$ cat src/rtl/opt_pkg.sv
// package for the outstanding probe tracker
// holds operation and status codes, register indexes, reset values and the table entry type
// no dependencies
package opt_pkg;

   // operation codes of the input item
   localparam logic [1:0] OP_SEND   = 2'd0;
   localparam logic [1:0] OP_REPLY  = 2'd1;
   localparam logic [1:0] OP_EXPIRE = 2'd2;
   localparam logic [1:0] OP_STATS  = 2'd3;

   // reply status codes of the result item
   localparam logic [1:0] RS_NONE       = 2'd0;
   localparam logic [1:0] RS_MATCHED    = 2'd1;
   localparam logic [1:0] RS_IGNORED    = 2'd2;
   localparam logic [1:0] RS_UNEXPECTED = 2'd3;

   // configuration register indexes
   localparam logic [1:0] CSR_MAX_OUTSTANDING = 2'd0;
   localparam logic [1:0] CSR_PAYLOAD_BYTES   = 2'd1;
   localparam logic [1:0] CSR_DEADLINE_MS     = 2'd2;

   localparam logic [6:0]  MAX_OUT_RESET  = 7'd50;
   localparam logic [15:0] PAYLOAD_RESET  = 16'd1024;
   localparam logic [15:0] DEADLINE_RESET = 16'd5000;
   localparam logic [15:0] SEQ_START      = 16'd4040;

   // reply checks
   localparam logic [15:0] MIN_REPLY_LEN      = 16'd56;
   localparam logic [7:0]  ICMP_TIME_EXCEEDED = 8'd11;
   localparam logic [7:0]  ICMP_TTL_IN_TRANSIT = 8'd0;
   localparam logic [7:0]  PROTO_UDP          = 8'd17;

   localparam logic [31:0] CNT32_MAX = 32'hFFFF_FFFF;
   localparam logic [47:0] CNT48_MAX = 48'hFFFF_FFFF_FFFF;

   typedef enum logic [1:0] {
      ST_CLEAR,
      ST_IDLE,
      ST_SCAN,
      ST_DONE
   } state_type;

   typedef struct packed {
      logic        valid;
      logic [15:0] sequence_num;
      logic [47:0] deadline;
   } entry_type;

endpackage

$ cat src/rtl/outstanding_probe_tracker_core.sv
// outstanding probe tracker, top level
// table of outstanding probes kept in one memory, swept entry by entry; uses opt_pkg

// A send, a reply that passes its header checks, and an expire tick each sweep the
// whole probe table through one read port and one shared compare unit, one entry a
// cycle; a stats tick, a refused send and a reply that is ignored or meets an empty table
// skip the sweep and go straight to the final state. The block is ready for the next item
// in the cycle after the result is loaded, and a result held by rsp_stall keeps the next
// one waiting in its final state. After reset the block runs a clearing pass over every
// table entry before it takes the first item; configuration writes are taken at any
// time.
// A new item is taken while the previous result still waits on the rsp side.
module outstanding_probe_tracker_core #(
   parameter int TABLE_DEPTH = 64
) (
   input  logic        clock,
   input  logic        reset,

   input  logic        csr_wr_en,
   input  logic [1:0]  csr_index,
   input  logic [15:0] csr_wr_data,

   input  logic        req_valid,
   output logic        req_stall,
   input  logic [1:0]  req_operation,
   input  logic [47:0] req_now_ms,
   input  logic [15:0] req_recv_length,
   input  logic [7:0]  req_icmp_type,
   input  logic [7:0]  req_icmp_code,
   input  logic [7:0]  req_inner_protocol,
   input  logic [15:0] req_reply_port,

   output logic        rsp_valid,
   input  logic        rsp_stall,
   output logic        rsp_send_grant,
   output logic [15:0] rsp_send_sequence,
   output logic [1:0]  rsp_reply_status,
   output logic        rsp_stats_valid,
   output logic [31:0] rsp_matched_packets,
   output logic [47:0] rsp_matched_bytes,
   output logic [6:0]  rsp_occupancy,
   output logic [31:0] rsp_expired_count
);
   import opt_pkg::*;

   localparam int AW = (TABLE_DEPTH > 1) ? $clog2(TABLE_DEPTH) : 1;
   localparam int CW = $clog2(TABLE_DEPTH + 1);
   localparam int EW = CW + 7;
   localparam logic [CW-1:0] DEPTH_C = CW'(TABLE_DEPTH);
   localparam logic [CW-1:0] LAST_C  = CW'(TABLE_DEPTH - 1);
   localparam logic [CW-1:0] ONE_C   = CW'(1);

   state_type state_ff, state_in;

   entry_type mem [TABLE_DEPTH];
   entry_type rd_data_ff;
   entry_type wr_data;
   logic          wr_en;
   logic [AW-1:0] wr_addr;
   logic [AW-1:0] rd_addr;

   logic [CW-1:0] idx_ff, idx_in;
   logic          chk_vld_ff, chk_vld_in;
   logic [AW-1:0] chk_addr_ff, chk_addr_in;

   logic [1:0]  op_ff, op_in;
   logic [47:0] now_ff, now_in;
   logic [15:0] key_ff, key_in;
   logic [47:0] dl_ff, dl_in;
   logic        grant_ff, grant_in;
   logic        scan_rpl_ff, scan_rpl_in;
   logic [1:0]  pre_status_ff, pre_status_in;

   logic          found_ff, found_in;
   logic [AW-1:0] hit_addr_ff, hit_addr_in;
   logic          free_found_ff, free_found_in;
   logic [AW-1:0] free_addr_ff, free_addr_in;

   logic [15:0]   next_seq_ff, next_seq_in;
   logic [31:0]   pkt_ff, pkt_in;
   logic [47:0]   byte_ff, byte_in;
   logic [31:0]   exp_ff, exp_in;
   logic [CW-1:0] count_ff, count_in;

   logic [6:0]  max_out_ff, max_out_in;
   logic [15:0] payload_ff, payload_in;
   logic [15:0] deadline_ff, deadline_in;

   logic        rsp_valid_ff, rsp_valid_in;
   logic        rsp_grant_ff, rsp_grant_in;
   logic [15:0] rsp_seq_ff, rsp_seq_in;
   logic [1:0]  rsp_status_ff, rsp_status_in;
   logic        rsp_sv_ff, rsp_sv_in;
   logic [31:0] rsp_pkt_ff, rsp_pkt_in;
   logic [47:0] rsp_byte_ff, rsp_byte_in;
   logic [6:0]  rsp_occ_ff, rsp_occ_in;
   logic [31:0] rsp_exp_ff, rsp_exp_in;

   logic          accept;
   logic          load;
   logic          send_ok;
   logic          reply_ok;
   logic          need_scan;
   logic          scan_end;
   logic [15:0]   seq_plus;
   logic [48:0]   dl_sum;
   logic [48:0]   byte_sum;
   logic          ent_hit;
   logic          ent_free;
   logic          ent_late;
   logic [CW+6:0] occ_wide;

   assign accept   = req_valid && !req_stall;
   assign load     = (state_ff == ST_DONE) && (!rsp_valid_ff || !rsp_stall);
   assign send_ok  = (EW'(count_ff) < EW'(max_out_ff)) && (count_ff != DEPTH_C);
   assign reply_ok = (req_recv_length >= MIN_REPLY_LEN) && (req_icmp_type == ICMP_TIME_EXCEEDED)
                     && (req_icmp_code == ICMP_TTL_IN_TRANSIT) && (req_inner_protocol == PROTO_UDP);
   assign seq_plus = next_seq_ff + 16'd1;
   assign dl_sum   = {1'b0, req_now_ms} + {33'd0, deadline_ff};
   assign byte_sum = {1'b0, byte_ff} + {33'd0, payload_ff};
   assign scan_end = (idx_ff == DEPTH_C) && !chk_vld_ff;

   always_comb begin
      case (req_operation)
         OP_SEND:   need_scan = send_ok;
         OP_REPLY:  need_scan = (count_ff != '0) && reply_ok;
         OP_EXPIRE: need_scan = 1'b1;
         default:   need_scan = 1'b0;
      endcase
   end

   // shared compare unit on the entry read out in the previous cycle
   assign ent_hit  = rd_data_ff.valid && (rd_data_ff.sequence_num == key_ff);
   assign ent_free = !rd_data_ff.valid;
   assign ent_late = rd_data_ff.valid && (rd_data_ff.deadline < now_ff);

   // next state
   always_comb begin
      state_in = state_ff;
      case (state_ff)
         ST_CLEAR: begin
            if (idx_ff == LAST_C) state_in = ST_IDLE;
         end
         ST_IDLE: begin
            if (accept) state_in = need_scan ? ST_SCAN : ST_DONE;
         end
         ST_SCAN: begin
            if (scan_end) state_in = ST_DONE;
         end
         ST_DONE: begin
            if (load) state_in = ST_IDLE;
         end
         default: state_in = ST_IDLE;
      endcase
   end

   // datapath and outputs
   always_comb begin
      req_stall     = (state_ff != ST_IDLE);
      wr_en         = 1'b0;
      wr_addr       = chk_addr_ff;
      wr_data       = rd_data_ff;
      rd_addr       = idx_ff[AW-1:0];
      idx_in        = idx_ff;
      chk_vld_in    = 1'b0;
      chk_addr_in   = idx_ff[AW-1:0];
      op_in         = op_ff;
      now_in        = now_ff;
      key_in        = key_ff;
      dl_in         = dl_ff;
      grant_in      = grant_ff;
      scan_rpl_in   = scan_rpl_ff;
      pre_status_in = pre_status_ff;
      found_in      = found_ff;
      hit_addr_in   = hit_addr_ff;
      free_found_in = free_found_ff;
      free_addr_in  = free_addr_ff;
      next_seq_in   = next_seq_ff;
      pkt_in        = pkt_ff;
      byte_in       = byte_ff;
      exp_in        = exp_ff;
      count_in      = count_ff;
      max_out_in    = max_out_ff;
      payload_in    = payload_ff;
      deadline_in   = deadline_ff;
      rsp_valid_in  = rsp_valid_ff && rsp_stall;
      rsp_grant_in  = rsp_grant_ff;
      rsp_seq_in    = rsp_seq_ff;
      rsp_status_in = rsp_status_ff;
      rsp_sv_in     = rsp_sv_ff;
      rsp_pkt_in    = rsp_pkt_ff;
      rsp_byte_in   = rsp_byte_ff;
      rsp_occ_in    = rsp_occ_ff;
      rsp_exp_in    = rsp_exp_ff;

      if (csr_wr_en) begin
         case (csr_index)
            CSR_MAX_OUTSTANDING: max_out_in  = csr_wr_data[6:0];
            CSR_PAYLOAD_BYTES:   payload_in  = csr_wr_data;
            CSR_DEADLINE_MS:     deadline_in = csr_wr_data;
            default: ;
         endcase
      end

      case (state_ff)
         ST_CLEAR: begin
            wr_en   = 1'b1;
            wr_addr = idx_ff[AW-1:0];
            wr_data = '0;
            idx_in  = (idx_ff == LAST_C) ? '0 : idx_ff + ONE_C;
         end
         ST_IDLE: begin
            if (accept) begin
               op_in         = req_operation;
               now_in        = req_now_ms;
               dl_in         = dl_sum[48] ? CNT48_MAX : dl_sum[47:0];
               idx_in        = '0;
               found_in      = 1'b0;
               free_found_in = 1'b0;
               grant_in      = (req_operation == OP_SEND) && send_ok;
               scan_rpl_in   = (req_operation == OP_REPLY) && need_scan;
               pre_status_in = RS_NONE;
               key_in        = req_reply_port;
               if (req_operation == OP_SEND && send_ok) begin
                  key_in      = seq_plus;
                  next_seq_in = seq_plus;
               end
               if (req_operation == OP_REPLY && count_ff != '0 && !reply_ok) begin
                  pre_status_in = RS_IGNORED;
               end
            end
         end
         ST_SCAN: begin
            if (idx_ff != DEPTH_C) begin
               chk_vld_in = 1'b1;
               idx_in     = idx_ff + ONE_C;
            end
            if (chk_vld_ff) begin
               if (op_ff == OP_EXPIRE) begin
                  if (ent_late) begin
                     wr_en          = 1'b1;
                     wr_data.valid  = 1'b0;
                     count_in       = count_ff - ONE_C;
                     exp_in         = (exp_ff == CNT32_MAX) ? exp_ff : exp_ff + 32'd1;
                  end
               end else begin
                  // first matching entry and first free entry
                  if (ent_hit && !found_ff) begin
                     found_in    = 1'b1;
                     hit_addr_in = chk_addr_ff;
                  end
                  if (ent_free && !free_found_ff) begin
                     free_found_in = 1'b1;
                     free_addr_in  = chk_addr_ff;
                  end
               end
            end
         end
         ST_DONE: begin
            if (load) begin
               rsp_valid_in  = 1'b1;
               rsp_grant_in  = grant_ff;
               rsp_seq_in    = grant_ff ? key_ff : 16'd0;
               rsp_status_in = pre_status_ff;
               rsp_sv_in     = 1'b0;
               rsp_pkt_in    = '0;
               rsp_byte_in   = '0;
               rsp_exp_in    = '0;
               if (grant_ff) begin
                  wr_en   = 1'b1;
                  wr_addr = found_ff ? hit_addr_ff : free_addr_ff;
                  wr_data = '{valid: 1'b1, sequence_num: key_ff, deadline: dl_ff};
                  if (!found_ff) count_in = count_ff + ONE_C;
               end
               if (scan_rpl_ff) begin
                  if (found_ff) begin
                     rsp_status_in = RS_MATCHED;
                     wr_en         = 1'b1;
                     wr_addr       = hit_addr_ff;
                     wr_data       = '0;
                     count_in      = count_ff - ONE_C;
                     pkt_in        = (pkt_ff == CNT32_MAX) ? pkt_ff : pkt_ff + 32'd1;
                     byte_in       = byte_sum[48] ? CNT48_MAX : byte_sum[47:0];
                  end else begin
                     rsp_status_in = RS_UNEXPECTED;
                  end
               end
               if (op_ff == OP_STATS) begin
                  rsp_sv_in   = 1'b1;
                  rsp_pkt_in  = pkt_ff;
                  rsp_byte_in = byte_ff;
                  rsp_exp_in  = exp_ff;
                  pkt_in      = '0;
                  byte_in     = '0;
                  exp_in      = '0;
               end
               occ_wide   = {7'd0, count_in};
               rsp_occ_in = occ_wide[6:0];
            end
         end
         default: ;
      endcase
      occ_wide = {7'd0, count_in};
   end

   // probe table, one write and one registered read a cycle
   always_ff @(posedge clock) begin
      if (wr_en) begin
         mem[wr_addr] <= wr_data;
      end
      rd_data_ff <= mem[rd_addr];
   end

   always_ff @(posedge clock) begin
      if (reset) begin
         state_ff     <= ST_CLEAR;
         idx_ff       <= '0;
         chk_vld_ff   <= 1'b0;
         next_seq_ff  <= SEQ_START;
         pkt_ff       <= '0;
         byte_ff      <= '0;
         exp_ff       <= '0;
         count_ff     <= '0;
         max_out_ff   <= MAX_OUT_RESET;
         payload_ff   <= PAYLOAD_RESET;
         deadline_ff  <= DEADLINE_RESET;
         rsp_valid_ff <= 1'b0;
      end else begin
         state_ff     <= state_in;
         idx_ff       <= idx_in;
         chk_vld_ff   <= chk_vld_in;
         next_seq_ff  <= next_seq_in;
         pkt_ff       <= pkt_in;
         byte_ff      <= byte_in;
         exp_ff       <= exp_in;
         count_ff     <= count_in;
         max_out_ff   <= max_out_in;
         payload_ff   <= payload_in;
         deadline_ff  <= deadline_in;
         rsp_valid_ff <= rsp_valid_in;
      end
   end

   always_ff @(posedge clock) begin
      chk_addr_ff   <= chk_addr_in;
      op_ff         <= op_in;
      now_ff        <= now_in;
      key_ff        <= key_in;
      dl_ff         <= dl_in;
      grant_ff      <= grant_in;
      scan_rpl_ff   <= scan_rpl_in;
      pre_status_ff <= pre_status_in;
      found_ff      <= found_in;
      hit_addr_ff   <= hit_addr_in;
      free_found_ff <= free_found_in;
      free_addr_ff  <= free_addr_in;
      rsp_grant_ff  <= rsp_grant_in;
      rsp_seq_ff    <= rsp_seq_in;
      rsp_status_ff <= rsp_status_in;
      rsp_sv_ff     <= rsp_sv_in;
      rsp_pkt_ff    <= rsp_pkt_in;
      rsp_byte_ff   <= rsp_byte_in;
      rsp_occ_ff    <= rsp_occ_in;
      rsp_exp_ff    <= rsp_exp_in;
   end

   assign rsp_valid           = rsp_valid_ff;
   assign rsp_send_grant      = rsp_grant_ff;
   assign rsp_send_sequence   = rsp_seq_ff;
   assign rsp_reply_status    = rsp_status_ff;
   assign rsp_stats_valid     = rsp_sv_ff;
   assign rsp_matched_packets = rsp_pkt_ff;
   assign rsp_matched_bytes   = rsp_byte_ff;
   assign rsp_occupancy       = rsp_occ_ff;
   assign rsp_expired_count   = rsp_exp_ff;

`ifndef NO_ASSERTIONS
   a_count_bound: assert property (@(posedge clock) disable iff (reset)
      count_ff <= DEPTH_C)
      else $error("outstanding count above table depth");

   a_sweep_bound: assert property (@(posedge clock) disable iff (reset)
      idx_ff <= DEPTH_C)
      else $error("sweep index past table end");

   a_no_take_in_clear: assert property (@(posedge clock) disable iff (reset)
      (state_ff == ST_CLEAR) |-> req_stall)
      else $error("item taken during clearing pass");

   a_match_drops_count: assert property (@(posedge clock) disable iff (reset)
      (load && scan_rpl_ff && found_ff) |=> (count_ff + ONE_C == $past(count_ff)))
      else $error("matched reply did not release its entry");

   a_grant_alone: assert property (@(posedge clock) disable iff (reset)
      (rsp_valid_ff && rsp_grant_ff) |-> (rsp_status_ff == RS_NONE && !rsp_sv_ff))
      else $error("granted send carries reply or stats fields");
`endif

endmodule

$ cat config.mk
export PLATFORM = sky130hd
export DESIGN_NAME = outstanding_probe_tracker_core
export DESIGN_NICKNAME = d
export VERILOG_FILES = /design/src/rtl/opt_pkg.sv /design/src/rtl/outstanding_probe_tracker_core.sv
export SDC_FILE = /design/constraint.sdc
export NUM_CORES = 2
export LEC_CHECK = 0
export ABC_CLOCK_PERIOD_IN_PS = 8560
export BUFFER_PORTS_ARGS = -buffer_cell sky130_fd_sc_hd__buf_2
export CAP_MARGIN = 20
export CORE_MARGIN = 2
export CORE_UTILIZATION = 40
export DETAILED_ROUTE_END_ITERATION = 8
export PLACE_DENSITY = 0.66
export SLEW_MARGIN = 10
export SYNTH_ARGS = -nofsm -noshare
export SYNTH_HDL_FRONTEND = slang
export SYNTH_MEMORY_MAX_BITS = 65536
export SYNTH_SLANG_ARGS = --single-unit
$ cat constraint.sdc
create_clock -name clock -period 8.56 [get_ports clock]
set_input_delay 1.712 -clock clock [delete_from_list [all_inputs] [get_ports clock]]
set_output_delay 1.712 -clock clock [all_outputs]
set_load 0.03 [all_outputs]
# --- After elaboration in Yosys (flattened, before gate mapping) ---
# Memory sizes are Yosys's and may differ from the RTL's. A register that Yosys moved wholly into a read port is not among the register bits.
# Index checks and enable logic that the tools add are counted.
op_classes:
  n_reduce_logical: 53
  muxes: 77
  n_bitwise: 2
  order_cmp: 3
  eq_ne: 33
  n_addsub: 8
op_table:
  columns: ["cell", "count"]
  rows:
  - ["$mux 32", 10]
  - ["$mux 65", 4]
  - ["$mux 48", 4]
  - ["$pmux 64 s2", 1]
  - ["$add 48x16->49", 2]
  - ["$mux 7", 11]
  - ["$add 32x1->32 const B", 2]
  - ["$eq 32x32->1 const B", 2]
  - ["$pmux 32 s2", 1]
  - ["$lt 48x48->1", 1]
  - ["$mux 6", 5]
  - ["$mux 1", 24]
  - ["$ne 2x2->1 const B", 12]
  - ["$pmux 7 s3", 1]
  - ["$reduce_and 5->1", 4]
  - ["$logic_and 1x1->1", 17]
  - ["$add 16x1->16 const B", 1]
  - ["$eq 16x16->1", 1]
  - ["$ge 16x6->1 const B", 1]
  - ["$mux 16", 1]
  - ["$reduce_and 4->1", 4]
  - ["$add 7x1->7 const B", 2]
  - ["$mux 2", 7]
  - ["$ne 7x7->1 const B", 2]
  - ["other kinds (26)", 56]
word_totals:
  mem_count: 1
  in_bits: 129
  elab_cells: 209
  regBits: 462
  out_inout_bits: 141
  mem_bits_rw: 4160
mem_list:
  columns: ["name", "depth", "word_bits", "rd", "rd_ports_with_merged_regs", "wr", "line_no", "rtl"]
  rows:
  - ["mem", 64, 65, 1, 1, 1, "outstanding_probe_tracker_core.sv:55", "entry_type mem [TABLE_DEPTH];"]

# --- Longest topological paths before layout ---
logic_depth:
  word_depth: 9
  ltp_mapped: 14
  ltp_nobuf: 12

# --- Worst setup path before layout ---
# OpenSTA, ideal clock, no wires.
synth_timing:
  path_kind: "input port to flip-flop"
  start: "in rsp_stall"
  end: "mem mem[56][0] (netlist bit), enable pin"
  required_ps: 8071
  arrival_time_ps: 8406
  setup_time_ps: 489
  path_stages: 7
  n_path_buf: 0
  slack_ps: -335
  path_cell_list: "nand2_1 > nand2_1 > inv_1 > a21oi_1 > a21oi_1 > nand2_1 > nor2_1"
synth_via:
  elab_chain_cells: 7
  elab_cells_between_ends: 9
  classes_between: "mux: 6; reduce/logical: 3"
synth_lines:
  columns: ["element", "line_no", "rtl"]
  rows:
  - ["start, declared", "outstanding_probe_tracker_core.sv:34", "input logic rsp_stall,"]
  - ["$logic_not 1->1 (*)", "outstanding_probe_tracker_core.sv:114", "assign load = (state_ff == ST_DONE) && (!rsp_valid_ff || !rsp_stall);"]
  - ["$logic_or 1x1->1 (*)", "outstanding_probe_tracker_core.sv:114", null]
  - ["$logic_and 1x1->1 (*)", "outstanding_probe_tracker_core.sv:114", null]
  - ["$mux 1", "outstanding_probe_tracker_core.sv:260", "if (load) begin"]
  - ["$pmux 1 s3", "outstanding_probe_tracker_core.sv:205", "case (state_ff)"]
  - ["$mux 1", "outstanding_probe_tracker_core.sv:308", "if (wr_en) begin"]
  - ["$mux 1 (implied by the code)", "outstanding_probe_tracker_core.sv:309", "mem[wr_addr] <= wr_data;"]
  - ["end, declared", "outstanding_probe_tracker_core.sv:55", null]
# Every way passes the cells marked *; elsewhere a longest branch is shown, timed or not.

# --- Final worst setup path ---
layout_timing:
  start: "reg now_ff[33]"
  end: "mem mem[24][37] (netlist bit), enable pin"
layout_via:
  elab_chain_cells: 8
layout_lines:
  columns: ["element", "line_no", "rtl"]
  rows:
  - ["start, declared", "outstanding_probe_tracker_core.sv:67", "logic [47:0] now_ff, now_in;"]
  - ["start signal, assigned", "outstanding_probe_tracker_core.sv:347", "now_ff <= now_in;"]
  - ["$lt 48x48->1", "outstanding_probe_tracker_core.sv:135", "assign ent_late = rd_data_ff.valid && (rd_data_ff.deadline < now_ff);"]
  - ["$logic_and 1x1->1", "outstanding_probe_tracker_core.sv:135", null]
  - ["$mux 1", "outstanding_probe_tracker_core.sv:240", "if (ent_late) begin"]
  - ["$mux 1", "outstanding_probe_tracker_core.sv:239", "if (op_ff == OP_EXPIRE) begin"]
  - ["$mux 1", "outstanding_probe_tracker_core.sv:238", "if (chk_vld_ff) begin"]
  - ["$pmux 1 s3", "outstanding_probe_tracker_core.sv:205", null]
  - ["$mux 1", "outstanding_probe_tracker_core.sv:308", null]
  - ["$mux 1 (implied by the code)", "outstanding_probe_tracker_core.sv:309", null]
# No other way between the ends.

==> results.json <==
{
  "status": "finished clean",
  "crit_slowest_cell": "nor2_4",
  "drt_wl_total_microns": 493000,
  "min_period_ns": 6.65,
  "nFillCells": 36700,
  "wl_per_cell_microns": 31.7,
  "dp_hpwl_microns": 287000,
  "share_comb_of_total_power_pct": 23.7,
  "fin_cells": 15500,
  "ys_ff_latch": 4686,
  "coreArea_sq_mm": 0.453,
  "cp.required_ns": 9.18,
  "period_share_pct": 77.7,
  "area_delta_synth_final_pct": 14.2,
  "cts_resized": 0,
  "drive_above_1_share_pct": 28.0,
  "synth_ff_type": "edfxtp_1",
  "ys_async_sr_fraction_pct": 0,
  "htree_levels": 5,
  "path_cells": "inv_1 > ha_1 > a21o_1 > a221o_1 > nand2_1 > o2111ai_1 > or3_4 > or4_1 > a21oi_1 > nand2_1 > nor2_4 > buf_4",
  "power_frac_clock_pct": 31.4,
  "antenna_found_initial": 47,
  "fin_nets": 9364,
  "grt_usage_pct": 21.0,
  "die-area_sq_mm": 0.460,
  "clock.fmax_ghz": 0.150,
  "grt_first_pass_wirelength_microns": 693000,
  "grt_max_degree": 142,
  "fin_skew_ns": 0.105,
  "cts.path.max_buffers": 4,
  "first_global_vias": 91000,
  "sw_frac_of_total_pct": 28.3,
  "hp-class": "reg -> reg",
  "hold_violations": 0,
  "rows": 247,
  "worst_setup_path_start_kind": "register",
  "holdBufCountCts": 0,
  "grt_setup_unrepaired": "false",
  "crit_arrival_ns": 7.27,
  "drt_iter0_markers": 11400,
  "worstPathMaxFanout": 20,
  "cts-root-buf": "clkbuf_16",
  "yosysWarningCount": 0,
  "finalMaxSlewViolations": 0,
  "drc_errors": 0,
  "worst_setup_path_end_kind": "register",
  "grt.overflow.total": 0,
  "worst_slew_pin_slew_ns": 1.18,
  "place_congestion": 0.877,
  "setup_tns_ns": 0,
  "p_sw_mw": 17.9,
  "ys_types": 80,
  "mappedNetlistNets": 8790,
  "routed_via_density": 5.93,
  "cts_tree": "done",
  "crit_type": "reg -> reg",
  "start_util_pct": 40.2,
  "power.internal_mw": 45.4,
  "syn_avg_cell_area_sq_um": 21.3,
  "setup-violations-final": 0,
  "synth-edff-count": 4430,
  "crit_top_cell": "nand2_1",
  "portBuffers": 266,
  "die_height_microns": 679,
  "drt-pass1-iter-count": 5,
  "placed_cells": 14700,
  "ios": 270,
  "clk_pin_slew_ns": 0.06,
  "fp.dieW_microns": 679,
  "cellPowerDensity_mw_per_mm2": 305,
  "relSlewSlack_pct": 20.8,
  "p_leak_nw": 66.1,
  "via_count": 92200,
  "cap_violations": 0,
  "netlist_instances": 8562,
  "yosysSeqAreaShare_pct": 75.9,
  "clock_latency_ns": 1.03,
  "cts_setup_buffers": 0,
  "synth_area_sq_mm": 0.182,
  "ant_nets": 0,
  "slowest_delay_ns": 1.04,
  "peakVddDrop_mv": 0.499,
  "cts_buffers": 446,
  "p_seq_share_pct": 44.9,
  "cts_num_sinks": 4686
}
[power groups by stage]
stage | clock network, mW | registers, mW | logic, mW
after floorplan | 0 | 28.9 | 9.83
after global placement | 0 | 28.9 | 14.8
after detailed placement | 0 | 28.9 | 15.1
after CTS | 20.1 | 28.5 | 15.2
after global routing | 21.0 | 28.5 | 15.8
final | 19.9 | 28.4 | 15.0
[critical path: cells and delay by family, from the launching register on]
family / cells / cell delay (ns)
compound gates: 4 / 1.79
buf+inv: 2 / 0.59
simple gates: 5 / 3.17
flops: 1 / 0.40
fa+ha+maj: 1 / 0.24
[stage by stage]
step                      area (sq um)  total power [mW]  utilization [%]  worst slack (ns)  hold WS [ns]
after floorplan                 182000              38.7                -              1.09         0.329
after global placement          193000              43.7             42.6              1.69         0.445
after detailed placement        193000              44.0             42.6              1.90         0.452
after CTS                       208000              63.7             45.9              2.09         0.462
after global routing            208000              65.4             45.9              1.89         0.475
final                           208000              63.4             45.9              1.91         0.460
[registers in the layout, summed over array words and instances (netlist names), 7 cells and up]
signal / flops
byte_ff: 48
rsp_send_sequence: 16
payload_ff: 16
rsp_occupancy: 7
max_out_ff: 7
mem: 4160
exp_ff: 32
idx_ff: 7
now_ff: 48
pkt_ff: 32
rsp_expired_count: 32
deadline_ff: 16
rsp_matched_packets: 32
rsp_matched_bytes: 48
next_seq_ff: 16
rd_data_ff: 65
dl_ff: 48
count_ff: 7
key_ff: 16
[layer usage]
| metal | global-route usage, % | up-vias | share of wire, % |
|---|---|---|---|
| li1 | - | 36900 | - |
| met1 | 27.7 | 49400 | 37 |
| met2 | 35.1 | 5135 | 49 |
| met3 | 3.85 | 790 | 9.5 |
| met4 | 7.49 | 8 | 4.0 |
| met5 | 0 | - | 0.0099 |
[synth_stat cells, drive strengths merged, types with 9 or more instances]
library cell  number  area, sq um
o221ai            26          228
clkbuf           267         1000
nand2            359         1350
o22a              11         96.3
and3             148          926
mux4            1290        29100
or3               18          118
buf              181          793
inv               98          368
a22o              43          377
and2              29          181
a31oi             36          225
o22ai             17          106
a21o              37          278
a211oi            25          193
nor2             238          893
nor2b             35          219
dfxtp            256         5120
nand4             35          219
nand2b            17          106
o21a              14          105
or2                9         56.3
xor2              73          639
nor3              25          125
o21ai            148          744
ha                97         1210
nor4              24          150
xnor2             69          604
o31ai             15          126
nand3            122          611
a21oi            169          846
edfxtp          4430       133000
mux2i             91          911
[cell usage in the layout (no fill, tap or decap), types with 22 or more instances in the layout]
master and instances:
ha_1 97, edfxtp_1 4430, nor3_1 24, a21o_1 37, nand2_1 357, nor2_4 65, and3_1 148, a21oi_4 33
clkinvlp_4 22, a31oi_1 36, mux2i_1 91, dfxtp_1 250, nor4_1 23, a21oi_1 136, nor2_1 171, bufinv_16 49
clkinv_1 83, nor2b_1 35, buf_2 266, clkbuf_1 92, clkinv_2 102, a22o_1 38, xnor2_1 69, a211oi_1 23
clkbuf_16 453, nand4_1 35, buf_12 57, xor2_1 73, mux4_2 1290, o21ai_0 140, and2_1 27, buf_4 244
diode_2 50, o221ai_1 26, nand3_1 122, inv_1 95
[logic make-up after synthesis]
kind of cell | count (synthesis) | share of synthesized area (%)
adders and majority gates | 99 | 0.689
muxes | 1386 | 16.5
AOI/OAI and AO/OA | 597 | 2.10
and+or+nand+nor | 1105 | 2.94
buffers and inverters | 547 | 1.19
DFF | 4686 | 75.9
xor gates and xnor gates | 142 | 0.683
[cell type report]
type | instances | area (sq um) | share of cell area (%)
multi-input cells | 3329 | 42600 | 20.5
flip-flops and latches | 4686 | 138000 | 66.5
clock inverters | 279 | 2880 | 1.39
repair buffers | 574 | 4460 | 2.14
diodes | 50 | 125 | 0.0602
inverters | 99 | 378 | 0.182
clock buffers | 556 | 11800 | 5.69
well taps | 5976 | 7480 | 3.60
[final timing paths]
path / start / to / slack, ns / depth (start not counted)
setup / recovery: now_ff[33]$_DFFE_PP_ / mem[24][37]$_DFFE_PP_ / 1.91 / 12
hold / removal: payload_ff[5]$_SDFFE_PP0P_ / payload_ff[5]$_SDFFE_PP0P_ / 0.46 / 2
setup reg to reg: now_ff[33]$_DFFE_PP_ / mem[24][37]$_DFFE_PP_ / 1.91 / 12
hold reg to reg: payload_ff[5]$_SDFFE_PP0P_ / payload_ff[5]$_SDFFE_PP0P_ / 0.46 / 2
Power figures use the tool's default switching activity.
